[src/hdl/bba_pkg.sv]
package bba_pkg;

  localparam int POOL_BLOCKS = 64;
  localparam int BLOCK_BYTES = 16;
  localparam int BLOCK_SHIFT = $clog2(BLOCK_BYTES);

  localparam int IDX_W = $clog2(POOL_BLOCKS);
  localparam int CNT_W = $clog2(POOL_BLOCKS + 1);
  localparam int REQ_W = 11;
  localparam int OFF_W = 10;
  localparam int STS_W = 3;

  localparam logic [STS_W-1:0] ST_OK       = 3'd0;
  localparam logic [STS_W-1:0] ST_ZERO     = 3'd1;
  localparam logic [STS_W-1:0] ST_NOSPACE  = 3'd2;
  localparam logic [STS_W-1:0] ST_NOTALLOC = 3'd3;
  localparam logic [STS_W-1:0] ST_NULL     = 3'd4;

  localparam logic OP_ALLOC = 1'b0;
  localparam logic OP_FREE  = 1'b1;

  typedef struct packed {
    logic [IDX_W-1:0] used_idx;
    logic             used_set;
    logic             used_clr;
    logic [IDX_W-1:0] vld_idx;
    logic             vld_set;
    logic             vld_clr;
  } bba_map_cmd_t;

endpackage

[src/hdl/bba_len_ram.sv]
module bba_len_ram #(
  parameter int DEPTH = 64,
  parameter int WIDTH = 7
) (
  input  logic                     clk,
  input  logic                     wr_en,
  input  logic [$clog2(DEPTH)-1:0] wr_addr,
  input  logic [WIDTH-1:0]         wr_data,
  input  logic                     rd_en,
  input  logic [$clog2(DEPTH)-1:0] rd_addr,
  output logic [WIDTH-1:0]         rd_data
);

  logic [WIDTH-1:0] mem [DEPTH];
  logic [WIDTH-1:0] rd_data_r;

  always_ff @(posedge clk) begin
    if (wr_en) begin
      mem[wr_addr] <= wr_data;
    end
    if (rd_en) begin
      rd_data_r <= mem[rd_addr];
    end
  end

  assign rd_data = rd_data_r;

endmodule

[src/hdl/bba_bitmap.sv]
// used-block bitmap plus per-block valid bits for the length table
module bba_bitmap
  import bba_pkg::*;
(
  input  logic         clk,
  input  logic         rst_n,
  input  bba_map_cmd_t cmd,
  output logic         used_bit,
  output logic         vld_bit
);

  logic [POOL_BLOCKS-1:0] used_r;
  logic [POOL_BLOCKS-1:0] used_nxt;
  logic [POOL_BLOCKS-1:0] vld_r;
  logic [POOL_BLOCKS-1:0] vld_nxt;

  always_comb begin
    used_nxt = used_r;
    vld_nxt  = vld_r;
    if (cmd.used_set) begin
      used_nxt[cmd.used_idx] = 1'b1;
    end else if (cmd.used_clr) begin
      used_nxt[cmd.used_idx] = 1'b0;
    end
    if (cmd.vld_set) begin
      vld_nxt[cmd.vld_idx] = 1'b1;
    end else if (cmd.vld_clr) begin
      vld_nxt[cmd.vld_idx] = 1'b0;
    end
  end

  always_ff @(posedge clk) begin
    if (!rst_n) begin
      used_r <= '0;
      vld_r  <= '0;
    end else begin
      used_r <= used_nxt;
      vld_r  <= vld_nxt;
    end
  end

  assign used_bit = used_r[cmd.used_idx];
  assign vld_bit  = vld_r[cmd.vld_idx];

endmodule

[src/hdl/bitmap_block_allocator.sv]
// Channel | Dir | Ports                                                        | Handshake
// in_     | in  | opcode, request_bytes, free_offset, pointer_is_null          | valid/stall
// out_    | out | status, start_offset                                         | valid/stall
//
// Allocate: accept, then a scan of up to POOL_BLOCKS bitmap bits (one bitmap bit per cycle),
//   then a mark step per block of the run; zero size and oversize finish at accept.
// Free: accept (length RAM read), length check, then a clear step per block.
// The result sits in an output register; in_stall stays high until it is taken.
// Synchronous reset clears the bitmap and the length valid bits at once, no sweep.
// out_stall only holds the result register; the sequencer is idle meanwhile.
module bitmap_block_allocator
  import bba_pkg::*;
(
  input  logic             clk,
  input  logic             rst_n,
  input  logic             in_valid,
  output logic             in_stall,
  input  logic             in_opcode,
  input  logic [REQ_W-1:0] in_request_bytes,
  input  logic [OFF_W-1:0] in_free_offset,
  input  logic             in_pointer_is_null,
  output logic             out_valid,
  input  logic             out_stall,
  output logic [STS_W-1:0] out_status,
  output logic [OFF_W-1:0] out_start_offset
);

  localparam logic [2:0] S_IDLE  = 3'd0;
  localparam logic [2:0] S_SCAN  = 3'd1;
  localparam logic [2:0] S_MARK  = 3'd2;
  localparam logic [2:0] S_RDLEN = 3'd3;
  localparam logic [2:0] S_CLR   = 3'd4;

  localparam logic [IDX_W-1:0] LAST_IDX = IDX_W'(POOL_BLOCKS - 1);

  logic [2:0]       state_r, state_nxt;
  logic [IDX_W-1:0] ptr_r, ptr_nxt;
  logic [IDX_W-1:0] end_r, end_nxt;
  logic [IDX_W-1:0] first_r, first_nxt;
  logic [CNT_W-1:0] need_r, need_nxt;
  logic [CNT_W-1:0] cnt_r, cnt_nxt;
  logic             out_valid_r, out_valid_nxt;
  logic [STS_W-1:0] out_status_r, out_status_nxt;
  logic [OFF_W-1:0] out_offset_r, out_offset_nxt;

  logic               in_acc;
  logic [REQ_W:0]     need_full;
  logic [OFF_W-1:0]   blk_full;
  logic               blk_oor;
  logic [CNT_W-1:0]   run_inc;
  logic [CNT_W:0]     first_w;
  logic [OFF_W+IDX_W-1:0] off_w;
  logic [CNT_W-1:0]   len;

  bba_map_cmd_t     map_cmd;
  logic             used_bit;
  logic             vld_bit;
  logic             ram_wr_en;
  logic             ram_rd_en;
  logic [CNT_W-1:0] ram_rd_data;

  assign in_stall  = (state_r != S_IDLE) || out_valid_r;
  assign in_acc    = in_valid && !in_stall;

  assign need_full = ({1'b0, in_request_bytes} + (REQ_W+1)'(BLOCK_BYTES - 1)) >> BLOCK_SHIFT;
  assign blk_full  = in_free_offset >> BLOCK_SHIFT;
  assign blk_oor   = {1'b0, blk_full} >= (OFF_W+1)'(POOL_BLOCKS);
  assign run_inc   = cnt_r + 1'b1;
  assign first_w   = (CNT_W+1)'(ptr_r) + (CNT_W+1)'(1) - (CNT_W+1)'(need_r);
  assign off_w     = (OFF_W+IDX_W)'(first_r) << BLOCK_SHIFT;
  assign len       = vld_bit ? ram_rd_data : '0;

  always_comb begin
    state_nxt      = state_r;
    ptr_nxt        = ptr_r;
    end_nxt        = end_r;
    first_nxt      = first_r;
    need_nxt       = need_r;
    cnt_nxt        = cnt_r;
    out_valid_nxt  = out_valid_r && out_stall;
    out_status_nxt = out_status_r;
    out_offset_nxt = out_offset_r;

    map_cmd          = '0;
    map_cmd.used_idx = ptr_r;
    map_cmd.vld_idx  = ptr_r;
    ram_wr_en        = 1'b0;
    ram_rd_en        = 1'b0;

    case (state_r)
      S_IDLE: begin
        if (in_acc) begin
          out_offset_nxt = '0;
          if (in_opcode == OP_ALLOC) begin
            if (in_request_bytes == '0) begin
              out_valid_nxt  = 1'b1;
              out_status_nxt = ST_ZERO;
            end else if (need_full > (REQ_W+1)'(POOL_BLOCKS)) begin
              out_valid_nxt  = 1'b1;
              out_status_nxt = ST_NOSPACE;
            end else begin
              need_nxt  = need_full[CNT_W-1:0];
              ptr_nxt   = '0;
              cnt_nxt   = '0;
              state_nxt = S_SCAN;
            end
          end else begin
            if (in_pointer_is_null) begin
              out_valid_nxt  = 1'b1;
              out_status_nxt = ST_NULL;
            end else if (blk_oor) begin
              out_valid_nxt  = 1'b1;
              out_status_nxt = ST_NOTALLOC;
            end else begin
              ram_rd_en = 1'b1;
              ptr_nxt   = blk_full[IDX_W-1:0];
              state_nxt = S_RDLEN;
            end
          end
        end
      end
      S_SCAN: begin
        if (used_bit) begin
          cnt_nxt = '0;
        end else begin
          cnt_nxt = run_inc;
        end
        if (!used_bit && run_inc == need_r) begin
          first_nxt       = first_w[IDX_W-1:0];
          ram_wr_en       = 1'b1;
          map_cmd.vld_idx = first_w[IDX_W-1:0];
          map_cmd.vld_set = 1'b1;
          end_nxt         = ptr_r;
          ptr_nxt         = first_w[IDX_W-1:0];
          state_nxt       = S_MARK;
        end else if (ptr_r == LAST_IDX) begin
          out_valid_nxt  = 1'b1;
          out_status_nxt = ST_NOSPACE;
          state_nxt      = S_IDLE;
        end else begin
          ptr_nxt = ptr_r + 1'b1;
        end
      end
      S_MARK: begin
        map_cmd.used_set = 1'b1;
        if (ptr_r == end_r) begin
          out_valid_nxt  = 1'b1;
          out_status_nxt = ST_OK;
          out_offset_nxt = off_w[OFF_W-1:0];
          state_nxt      = S_IDLE;
        end else begin
          ptr_nxt = ptr_r + 1'b1;
        end
      end
      S_RDLEN: begin
        if (len == '0) begin
          out_valid_nxt  = 1'b1;
          out_status_nxt = ST_NOTALLOC;
          state_nxt      = S_IDLE;
        end else begin
          map_cmd.vld_clr = 1'b1;
          cnt_nxt         = len;
          state_nxt       = S_CLR;
        end
      end
      S_CLR: begin
        map_cmd.used_clr = 1'b1;
        if (cnt_r == CNT_W'(1) || ptr_r == LAST_IDX) begin
          out_valid_nxt  = 1'b1;
          out_status_nxt = ST_OK;
          state_nxt      = S_IDLE;
        end else begin
          ptr_nxt = ptr_r + 1'b1;
          cnt_nxt = cnt_r - 1'b1;
        end
      end
      default: begin
        state_nxt = S_IDLE;
      end
    endcase
  end

  always_ff @(posedge clk) begin
    if (!rst_n) begin
      state_r     <= S_IDLE;
      out_valid_r <= 1'b0;
    end else begin
      state_r     <= state_nxt;
      out_valid_r <= out_valid_nxt;
    end
  end

  always_ff @(posedge clk) begin
    ptr_r        <= ptr_nxt;
    end_r        <= end_nxt;
    first_r      <= first_nxt;
    need_r       <= need_nxt;
    cnt_r        <= cnt_nxt;
    out_status_r <= out_status_nxt;
    out_offset_r <= out_offset_nxt;
  end

  bba_bitmap u_bitmap (
    .clk      (clk),
    .rst_n    (rst_n),
    .cmd      (map_cmd),
    .used_bit (used_bit),
    .vld_bit  (vld_bit)
  );

  bba_len_ram #(
    .DEPTH (POOL_BLOCKS),
    .WIDTH (CNT_W)
  ) u_len_ram (
    .clk     (clk),
    .wr_en   (ram_wr_en),
    .wr_addr (first_w[IDX_W-1:0]),
    .wr_data (need_r),
    .rd_en   (ram_rd_en),
    .rd_addr (blk_full[IDX_W-1:0]),
    .rd_data (ram_rd_data)
  );

  assign out_valid        = out_valid_r;
  assign out_status       = out_status_r;
  assign out_start_offset = out_offset_r;

  a_result_only_when_idle: assert property (@(posedge clk) disable iff (!rst_n)
    out_valid_r |-> state_r == S_IDLE)
    else $error("result pending while sequencer busy");

  a_accept_starts_work: assert property (@(posedge clk) disable iff (!rst_n)
    in_acc |=> (state_r != S_IDLE) || out_valid_r)
    else $error("accepted transaction dropped");

  a_mark_in_run: assert property (@(posedge clk) disable iff (!rst_n)
    state_r == S_MARK |-> ptr_r <= end_r)
    else $error("mark pointer past run end");

  a_clr_count_live: assert property (@(posedge clk) disable iff (!rst_n)
    state_r == S_CLR |-> cnt_r != '0)
    else $error("clear pass with zero length");

  a_scan_need_live: assert property (@(posedge clk) disable iff (!rst_n)
    state_r == S_SCAN |-> need_r != '0 && cnt_r < need_r)
    else $error("scan run count out of range");

endmodule

[config.mk]
export PLATFORM = sky130hd
export DESIGN_NAME = bitmap_block_allocator
export DESIGN_NICKNAME = d
export VERILOG_FILES = /design/src/hdl/bba_pkg.sv /design/src/hdl/bba_len_ram.sv /design/src/hdl/bba_bitmap.sv /design/src/hdl/bitmap_block_allocator.sv
export SDC_FILE = /design/constraint.sdc
export NUM_CORES = 1
export LEC_CHECK = 0
export BUFFER_PORTS_ARGS = -buffer_cell sky130_fd_sc_hd__buf_4
export CORE_MARGIN = 5
export CORE_UTILIZATION = 46
export CTS_BUF_LIST = sky130_fd_sc_hd__clkbuf_2 sky130_fd_sc_hd__clkbuf_4 sky130_fd_sc_hd__clkbuf_8
export DETAILED_ROUTE_END_ITERATION = 12
export PLACE_DENSITY = 0.69
export SETUP_SLACK_MARGIN = 0.5
export SYNTH_ARGS = -nofsm -noshare
export SYNTH_HDL_FRONTEND = slang
export SYNTH_HIERARCHICAL = 1
export SYNTH_SLANG_ARGS = --single-unit
[constraint.sdc]
create_clock -name clk -period 6 [get_ports clk]
set_input_delay 0 -clock clk [delete_from_list [all_inputs] [get_ports clk]]
set_output_delay 0 -clock clk [all_outputs]
set_load 0.02 [all_outputs]
==> summary.md, run 1 <==
| Metric | Value |
|---|---|
| Status | `complete, no violations` |
| Setup crit end kind | `flip-flop` |
| Final Skew | `about 0.036 ns` |
| DRT iter0 DRCs | `1702` |
| Synthesized area | `27800 µm²` |
| Sequential Area | `17500 µm²` |
| Seq/Total Area, Yosys | `63.0%` |
| Fin crit period | `between 5 and 6 ns` |
| Final Net Count | `2176` |
| Antenna Cells | `0` |
| Die area | `65600 µm²` |
| Min-delay worst type | `in -> reg` |
| I/O pins | `42` |
| Final Hold Fails | `0` |
| Grt total ovfl | `0` |
| WP data arrival | `6.10 ns` |
| #FFs+latches synth | `628` |
| Slew margin rel. | `18.3%` |
| Slew Viols, Final | `0` |
| H-tree depth | `3` |
| Worst-path fanout max | `11` |
| Overall Power | `11900 µW` |
| WL per Instance | `22.7 µm` |
| Initial antenna violation count | `0` |
| Die Y | `256 µm` |
| Via density | `5.90` |
| Period utilization | `roughly 92%` |
| Peak VDD IR | `0.245 mV` |
| Yosys warns | `6` |
| PD cells | `372 nW/µm²` |
| Crit path required time | `6.56 ns` |
| Endpoints failing setup | `0` |
| TritonCTS clock tree | `yes` |
| CTS root buf | `clkbuf_8` |
| Fill count | `4920` |
| Inserted Clock Buffers | `97` |
| Maximum root-to-sink buffer count | `3` |
| Setup_tns | `0 ns` |
| Max-cap viol count | `0` |
| Mean Syn Cell Area | `14.0 µm²` |
| Number of synthesized flops with an enable pin | `496` |
| Non-Filler Instances | `2987` |
| Post-synth top flop | `edfxtp_1` |
| Die X | `roughly 260 µm` |
| Slew @ Worst Pin | `between 1 and 1.5 ns` |
| F_max | `181 MHz` |
| First-pass GRT wire length | `around 100000 µm` |
| Area delta synth->final | `15.0%` |
| Crit path launch type | `flip-flop` |
| 1st-pass router iterations | `5` |
| Residual DRC | `0` |
| Pleak | `0.0106 µW` |
| Port Buffers | `33` |
| Via count of the first global-routing pass | `17700` |
| Crit Path Class | `reg -> reg` |
| Gr usage total | `20.0%` |
| Mapped Cells | `1983` |
| Detailed Route WL | `approximately 68000 µm` |
| Layout cell share with drive strength beyond 1 | `24.5%` |
| Ys async rst share | `0%` |
| CTS sink count | `628` |
| Row cnt | `90` |
| Dpl hpwl | `41700 µm` |
| Initial Utilization | `a little under half` |
| Post-route ant nets | `0` |
| Routed vias | `between 15000 and 20000` |
| Core Box Area | `~60000 µm²` |
| Reg clk slew, reported paths | `0.06 ns` |
| Multi-input gate area | `9910 µm²` |
| Count of cell types in the netlist | `88` |
| Pin count of the biggest net entering global routing | `around 130` |
| GP Congestion | `0.902` |
| Cells after DPL | `between 2000 and 3000` |
| Unrepaired setup endpoints after global routing | `true` |
| Clk Latency, worst-skew pair | `0.70 ns` |
-- cells by family after synthesis --
group	after synthesis	share of synthesized area, %
fa+ha+maj	14	0.656
xor+xnor	40	1.29
simple gates	582	10.4
other cells	1	0.0135
buf+inv	160	3.07
compound gates	323	8.11
flops	628	63.0
mux	235	13.5
-- Yosys cell counts, types with 5 or more instances --
master	number	area share (%)
buf_6	16	0.65
buf_1	9	0.12
xor2_1	19	0.60
or3b_2	5	0.16
a21o_1	5	0.13
nand2_1	129	1.7
a32oi_1	6	0.19
buf_4	13	0.35
clkbuf_1	69	0.93
a221oi_1	24	0.75
or3_1	8	0.18
ha_1	13	0.58
a22o_1	5	0.16
nor2_1	191	2.6
or2_2	5	0.11
mux4_2	75	6.1
mux2_2	18	0.73
dfxtp_1	132	9.5
o21ai_0	82	1.5
edfxtp_1	496	53
a21boi_0	58	1.6
o221ai_1	10	0.31
a221o_1	6	0.22
nand4_1	34	0.76
a22oi_1	26	0.70
nand3_1	26	0.47
o211ai_1	7	0.19
inv_1	26	0.35
and3_1	7	0.16
buf_2	22	0.40
o22ai_1	20	0.45
nor3_1	14	0.25
o21a_1	7	0.19
and2_1	16	0.36
a21oi_1	18	0.32
nand3b_1	7	0.19
a211oi_1	12	0.32
xnor2_1	20	0.63
nor2b_1	94	2.1
mux4_1	25	2.4
nand2b_1	15	0.34
mux2i_1	112	4.0
-- stage by stage --
stage | hold slack (ns) | cell area, µm² | setup WS, ns | utilization (%)
after floorplan | 0.118 | 27900 | 0.503 | -
after global placement | 0.306 | 29100 | 0.300 | 48.5
after detailed placement | 0.308 | 29100 | 0.0896 | 48.5
after CTS | 0.0272 | 31600 | 0.487 | 52.5
after global routing | 0.0846 | 32000 | 0.284 | 53.3
final | 0.0765 | 32000 | 0.464 | 53.3
-- cell type report --
type,instances,share of cell area [%]
Sequential cell,628,54.8
Multi-Input combinational cell,1199,30.9
Clock buffer,139,5.31
Timing Repair Buffer,183,4.84
Tap cell,782,3.06
Clock inverter,30,0.781
Inverter,26,0.305
-- timing repair --
item / in CTS / in global routing
gates resized for setup: 26 / 136
hold endpoints to repair: 33 / 0
endpoints found under the setup margin: 77 / 380
hold buffers: 22 / 0
setup buffers: 16 / 12
cloned: 2 / 0
pin swaps: 6 / 32
-- path summary, 6_finish.rpt --
kind / startpoint / end / slack, ns / cells past startpoint
setup / recovery: ptr_r[0]$_DFFE_PP_ / flip-flop / 0.46 / 27
hold / removal: in_request_bytes[0] / out_valid$_SDFF_PN0_ / 0.08 / 6
setup reg to reg: ptr_r[0]$_DFFE_PP_ / flip-flop / 0.46 / 27
hold reg to reg: flip-flop / flip-flop / 0.48 / 2
-- worst max-delay path, cell delays in order, from the launching register on --
cell       delay (ns)
edfxtp_1         0.38
buf_6            0.14
buf_4            0.15
buf_4            0.13
nor2b_1          0.16
a221oi_1         0.24
o22a_1           0.20
o22ai_1          0.10
or4_4            0.55
nor3_2           0.13
nand4_1          0.18
nor4b_4          0.26
buf_6            0.17
nand2_2          0.11
o21ai_4          0.15
buf_8            0.19
mux2_2           0.35
a32oi_1          0.18
o221ai_1         0.16
a2bb2oi_1        0.16
nand4_1          0.24
nand2_2          0.18
nor3_4           0.06
o21a_2           0.27
and2_4           0.23
nand2_2          0.09
mux2i_1          0.20
nor2b_1          0.06
-- cell usage in the layout (no fill, tap or decap), drive strengths merged, types with 23 or more instances in the layout --
master,Yosys,routed
a221oi,25,25
dfxtp,132,132
clkbuf,70,139
clkinv,0,23
nand3,27,27
nand4,34,34
nor2b,94,94
o21ai,84,85
nand2,129,129
a21boi,61,61
nor2,193,193
inv,26,28
edfxtp,496,496
mux2i,112,112
a22oi,26,26
mux4,101,101
buf,64,161
-- routing by layer --
layer  part of all wire, %  global-route usage (%)  vias up
met2                    49                    33.1      742
met5                     0                       0        -
li1                      -                       -     7887
met4                   3.5                    7.32        0
met3                   7.4                    3.94      183
met1                    40                    26.3     8822
-- report_power, final --
group	total, µW	switching [µW]	internal (µW)
clock network	3600	1650	1950
logic	3290	2080	1210
registers	5010	134	4880
(Power assumes the default switching activity.)
==> inputs of run 2 (changes only) <==
CTS_BUF_LIST = unset   (was sky130_fd_sc_hd__clkbuf_2 sky130_fd_sc_hd__clkbuf_4 sky130_fd_sc_hd__clkbuf_8)
MAX_ROUTING_LAYER = met4   (was unset)
==> summary.md, run 2 (same netlist as run 1, synthesis figures left out) <==
| Metric | Value |
|---|---|
| Status | `complete, no violations` |
| Die area | `65600 µm²` |
| Pin count of the biggest net entering global routing | `around 130` |
| Maximum root-to-sink buffer count | `3` |
| Crit path required time | `6.50 ns` |
| H-tree depth | `2` |
| Fill count | `4886` |
| Grt total ovfl | `0` |
| Max-cap viol count | `0` |
| Area delta synth->final | `14.1%` |
| Non-Filler Instances | `approximately 2900` |
| Antenna Cells | `0` |
| Setup_tns | `0 ns` |
| I/O pins | `42` |
| Die X | `256 µm` |
| Layout cell share with drive strength beyond 1 | `19.4%` |
| Detailed Route WL | `67900 µm` |
| Reg clk slew, reported paths | `0.06 ns` |
| Inserted Clock Buffers | `59` |
| Cells after DPL | `2761` |
| Setup crit end kind | `flip-flop` |
| Core Box Area | `roughly 60000 µm²` |
| Worst-path fanout max | `12` |
| Reg2reg path depth | `27` |
| Crit path launch type | `flip-flop` |
| Crit Path Class | `reg -> reg` |
| Most used cell, CP | `buf_6` |
| Final Net Count | `2125` |
| WL per Instance | `23.3 µm` |
| Dpl hpwl | `~42000 µm` |
| Post-route ant nets | `0` |
| First-pass GRT wire length | `103000 µm` |
| Slew @ Worst Pin | `1.13 ns` |
| Fin crit period | `5.44 ns` |
| Final Skew | `0.0299 ns` |
| Period utilization | `90.7%` |
| TritonCTS clock tree | `yes` |
| CTS sink count | `628` |
| Via count of the first global-routing pass | `approximately 17000` |
| Die Y | `256 µm` |
| GP Congestion | `0.912` |
| Via density | `between 6 and 7` |
| Clk Latency, worst-skew pair | `0.64 ns` |
| PD cells | `375 nW/µm²` |
| Unrepaired setup endpoints after global routing | `true` |
| Initial Utilization | `a little under half` |
| Endpoints failing setup | `0` |
| Row cnt | `90` |
| Slew margin rel. | `24.6%` |
| Commonest non-fill, non-tap cell in the layout | `edfxtp_1` |
| R2r setup slk | `0.56 ns` |
| Final Hold Fails | `0` |
| Hold Startpoint | `in_free_offset[6]` |
| Residual DRC | `0` |
| Overall Power | `11900 µW` |
| Port Buffers | `33` |
| Slowest stage delay, CP | `0.58 ns` |
| DRT iter0 DRCs | `1867` |
| Commonest non-fill, non-tap cells in the layout | `edfxtp_1, nor2_1, buf_4, dfxtp_1, nand2_1` |
| Slew Viols, Final | `0` |
| CTS root buf | `clkbuf_16` |
| F_max | `approximately 180 MHz` |
| Hold endpoint | `ptr_r[2]$_DFFE_PP_` |
| Routed vias | `around 18000` |
| Initial antenna violation count | `0` |
| WP data arrival | `5.95 ns` |
| Peak VDD IR | `0.302 mV` |
| Hold Path Stages | `3` |
| Min-delay worst type | `in -> reg` |
| Gr usage total | `about a fifth` |
| 1st-pass router iterations | `7` |
| RR Startpoint | `ptr_r[1]$_DFFE_PP_` |
| Critical path's slowest cell | `or4_4` |
| Pleak | `0.0104 µW` |
run 2: changes by cell type in the layout (fill, tap and decap cells not counted), moves of 3 or more:
cell	change
clkbuf_1	+16
nor2b_2	-3
buf_4	-5
a21boi_1	-18
dlygate4sd3_1	-5
clkbuf_16	+60
nor2_2	-39
clkbuf_8	-102
nor2_1	+37
a21boi_0	+18
clkbuf_4	-33
o21ai_0	+3
run 2: final cells by class:
type,instances,area [µm²],area share (%)
Sequential cell,628,17500,55.2
Tap cell,782,978,3.08
Clock inverter,30,300,0.945
Inverter,26,97.6,0.307
Timing Repair Buffer,170,1450,4.58
Clock buffer,79,1590,4.99
Multi-Input combinational cell,1199,9810,30.9
run 2: worst max path at each step:
| stage | start | end | slack (ns) | depth (start not counted) |
|---|---|---|---|---|
| 5_1_grt | ptr_r[1]$_DFFE_PP_ | flip-flop | 0.29 | 28 |
| 6_report | ptr_r[1]$_DFFE_PP_ | flip-flop | 0.56 | 27 |
| 2_1_floorplan | ptr_r[2]$_DFFE_PP_ | flip-flop | 0.50 | 28 |
| 3_3_place_gp | ptr_r[1]$_DFFE_PP_ | flip-flop | 0.30 | 25 |
| 3_5_place_dp | ptr_r[1]$_DFFE_PP_ | flip-flop | 0.17 | 25 |
| 4_1_cts | ptr_r[1]$_DFFE_PP_ | flip-flop | 0.52 | 25 |
run 2: critical path, delay by kind of cell, from the launching register on:
family | cells | cell delay, ns
compound gates | 8 | 1.40
buf+inv | 5 | 0.78
flops | 1 | 0.44
mux | 3 | 0.64
simple gates | 11 | 2.03
run 2: metrics by stage:
step                      utilization (%)  worst slack (ns)  cell area (µm²)  hold WS (ns)
after floorplan                         -             0.503            27900         0.118
after global placement               48.4             0.296            29100         0.307
after detailed placement             48.4             0.166            29100         0.317
after CTS                            52.2             0.523            31400        0.0224
after global routing                 52.8             0.292            31800        0.0811
final                                52.8             0.558            31800        0.0667
run 2: timing repair:
| item | in CTS | in global routing |
|---|---|---|
| setup buffers | 10 | 14 |
| setup endpoints to repair | 77 | 82 |
| hold buffers | 17 | 0 |
| pin swaps | 9 | 12 |
| hold endpoints to repair | 20 | 0 |
| gates resized for setup | 35 | 61 |
| gates cloned | 2 | 1 |
run 2: metal layers:
layer	wire [µm]	global-route usage (%)
met1	27100	26.4
met2	33600	33.9
met3	4990	3.19
met4	2240	6.55
met5	0	-
run 2: where the power goes:
group          leakage (µW)  total, µW  switching, µW  internal [µW]
combinational       0.00399       3220           2020           1210
sequential          0.00554       5010            131           4880
clock              0.000926       3660           1600           2070
==> inputs of run 3 (changes only) <==
ABC_AREA = 1   (was unset)
REMOVE_ABC_BUFFERS = 1   (was unset)
==> summary.md, run 3 <==
| Metric | Value |
|---|---|
| Commonest non-fill, non-tap cell in the layout | `nand2_1` |
| Reg clk slew, reported paths | `0.06 ns` |
| Yosys warns | `6` |
| Worst-path fanout max | `8` |
| Main area contributors after synthesis | `edfxtp_1, nand2_1, dfxtp_1, nand3_1, nor2_1` |
| CTS root buf | `clkbuf_16` |
| Status | `complete, no violations` |
| Hold Path Stages | `3` |
| Overall Power | `11800 µW` |
| Ys async rst share | `0%` |
| Antenna Cells | `0` |
| Pin count of the biggest net entering global routing | `around 150` |
| Setup crit end kind | `flip-flop` |
| Post-route ant nets | `0` |
| Max-cap viol count | `0` |
| Cell taking the most area after synthesis | `edfxtp_1` |
| TritonCTS clock tree | `yes` |
| Grt total ovfl | `0` |
| Layout cell share with drive strength beyond 1 | `11.4%` |
| DRT iter0 DRCs | `2199` |
| Number of synthesized flops with an enable pin | `496` |
| Area after DPL | `29900 µm²` |
| Critical path's slowest cell | `edfxtp_1` |
| Setup WS pre-CTS | `0.128 ns` |
| R2r setup slk | `just under 0.7 ns` |
| Hold endpoint | `ptr_r[3]$_DFFE_PP_` |
| WP data arrival | `5.83 ns` |
| Final Hold Fails | `0` |
| H-tree depth | `2` |
| Crit path required time | `between 6 and 7 ns` |
| Mean Syn Cell Area | `around 9.5 µm²` |
| Area delta synth->final | `12.3%` |
| Layout Utilization | `51.9%` |
| Row cnt | `92` |
| Dpl hpwl | `42500 µm` |
| Final setup margin | `0.673 ns` |
| Reg2reg path depth | `between 40 and 50` |
| Most instantiated cells after synthesis | `nand2_1, nand3_1, edfxtp_1, nor2_1` |
| Mapped Cells | `3066` |
| Final Net Count | `3168` |
| Inserted Clock Buffers | `59` |
| Crit Path Class | `reg -> reg` |
| Peak VDD IR | `around 0.26 mV` |
| Residual DRC | `0` |
| Min-delay worst type | `in -> reg` |
| First-pass GRT wire length | `112000 µm` |
| Pleak | `approximately 0.012 µW` |
| Non-Filler Instances | `about 4000` |
| Slew Viols, Final | `0` |
| 1st-pass router iterations | `6` |
| GP Congestion | `0.924` |
| Gr usage total | `21.3%` |
| Final Skew | `~0.028 ns` |
| Unrepaired setup endpoints after global routing | `true` |
| RR Startpoint | `ptr_r[0]$_DFFE_PP_` |
| CTS sink count | `628` |
| Post-synth top flop | `edfxtp_1` |
| Count of cell types in the netlist | `50` |
| #FFs+latches synth | `~630` |
| Detailed Route WL | `73000 µm` |
| Synthesized area | `slightly below 30000 µm²` |
| Most common cell in the netlist | `nand2_1` |
| Cells after DPL | `3840` |
| PD cells | `363 nW/µm²` |
| Die X | `between 200 and 300 µm` |
| Core Box Area | `about 63000 µm²` |
| Port Buffers | `33` |
| Period utilization | `88.8%` |
| Clk Latency, worst-skew pair | `about 0.63 ns` |
| Die area | `68200 µm²` |
| WL per Instance | `approximately 18 µm` |
| Die Y | `261 µm` |
| Initial antenna violation count | `0` |
| Via count of the first global-routing pass | `~20000` |
| Slowest stage delay, CP | `0.49 ns` |
| Seq/Total Area, Yosys | `60.4%` |
| Most used cell, CP | `nand2_1` |
| Share of the synthesized area in the top cell type | `between 50% and 60%` |
| Commonest non-fill, non-tap cells in the layout | `nand2_1, nand3_1, edfxtp_1, nor2_1, dfxtp_1` |
| Initial Utilization | `a little under half` |
| Hold Startpoint | `in_free_offset[7]` |
| Via density | `between 5 and 6` |
| Routed vias | `22100` |
| Slew @ Worst Pin | `1.14 ns` |
| Maximum root-to-sink buffer count | `3` |
| Endpoints failing setup | `0` |
| F_max | `188 MHz` |
| I/O pins | `42` |
| Slew margin rel. | `between 20% and 30%` |
| Crit path launch type | `flip-flop` |
| Fin crit period | `5.33 ns` |
| Post-route design area | `between 30000 and 40000 µm²` |
-- run 3: changes by cell type in the layout (fill, tap and decap cells not counted), moves of 20 or more --
| cell | change |
|---|---|
| mux4_2 | -75 |
| o21ai_0 | +42 |
| a21oi_1 | +81 |
| a21boi_0 | -55 |
| mux4_1 | -25 |
| nor3_1 | +45 |
| inv_2 | +37 |
| a22oi_1 | -25 |
| nand3_1 | +495 |
| nor2b_1 | -91 |
| mux2i_1 | -112 |
| nand2_1 | +851 |
| inv_1 | +65 |
| o22ai_1 | -20 |
-- run 3: worst max-delay path by stage --
stage | startpoint | endpoint | slack [ns]
floorplan | ptr_r[0]$_DFFE_PP_ | flip-flop | -3.40
global route | ptr_r[0]$_DFFE_PP_ | flip-flop | 0.34
global placement | ptr_r[2]$_DFFE_PP_ | flip-flop | 0.26
finish | ptr_r[0]$_DFFE_PP_ | flip-flop | 0.67
CTS | ptr_r[0]$_DFFE_PP_ | flip-flop | 0.52
detailed placement | ptr_r[2]$_DFFE_PP_ | flip-flop | 0.13
-- run 3: critical path, delay by kind of cell, from the launching register on --
| family | cells | cell delay [ns] |
|---|---|---|
| AOI/OAI and AO/OA | 4 | 0.50 |
| buffers and inverters | 10 | 1.25 |
| DFF | 1 | 0.49 |
| and+or+nand+nor | 30 | 2.93 |
-- run 3: logic make-up (layout without fill, tap and decap cells) --
logic type	after synthesis	in the layout	synth area share, %
adders and majority gates	14	14	0.629
DFF	628	628	60.4
xor gates and xnor gates	10	10	0.328
other	1	4	0.0129
AOI/OAI and AO/OA	263	263	4.75
buffers and inverters	311	414	5.39
and+or+nand+nor	1839	1840	28.5
-- run 3: layer usage --
layer / GRT usage, % / up-vias / wire length [µm] / share of wire, %
met4: 5.97 / 0 / 1970 / 2.7
met2: 31.8 / 865 / 32800 / 45
met5: - / - / 0 / 0
met1: 30.3 / 10500 / 31900 / 44
li1: - / 10600 / - / -
met3: 3.68 / 133 / 6320 / 8.6
-- run 3: power breakdown --
part	switching (µW)	internal, µW	leakage, µW
Sequential	145	4880	0.00554
Combinational	2290	958	0.00593
Clock	1570	1970	0.000903
Total	4010	7810	0.0124
-- run 3: cell type report --
type | instances | area [µm²]
well taps | 846 | 1060
repair inverters | 2 | 12.5
inverters | 139 | 562
multi-input cells | 2131 | 10100
clock buffers | 80 | 1620
fillers | 5542 | 30200
repair buffers | 166 | 1510
clock inverters | 27 | 226
flip-flops and latches | 628 | 17500
-- run 3: repair_timing --
action,CTS,global route
endpoints found under the setup margin,66,71
hold buffers,33,0
gates resized for setup,11,49
gates cloned,0,6
buffers inserted,6,27
pin swaps,2,13
endpoints found under the hold margin,82,0
-- run 3: through the flow --
step	hold slack (ns)	setup TNS, ns
2_1_floorplan	0.123	-261.37
3_3_place_gp	0.344	0
3_5_place_dp	0.342	0
4_1_cts	0.0438	0
5_1_grt	0.0912	0
6_report	0.0745	0
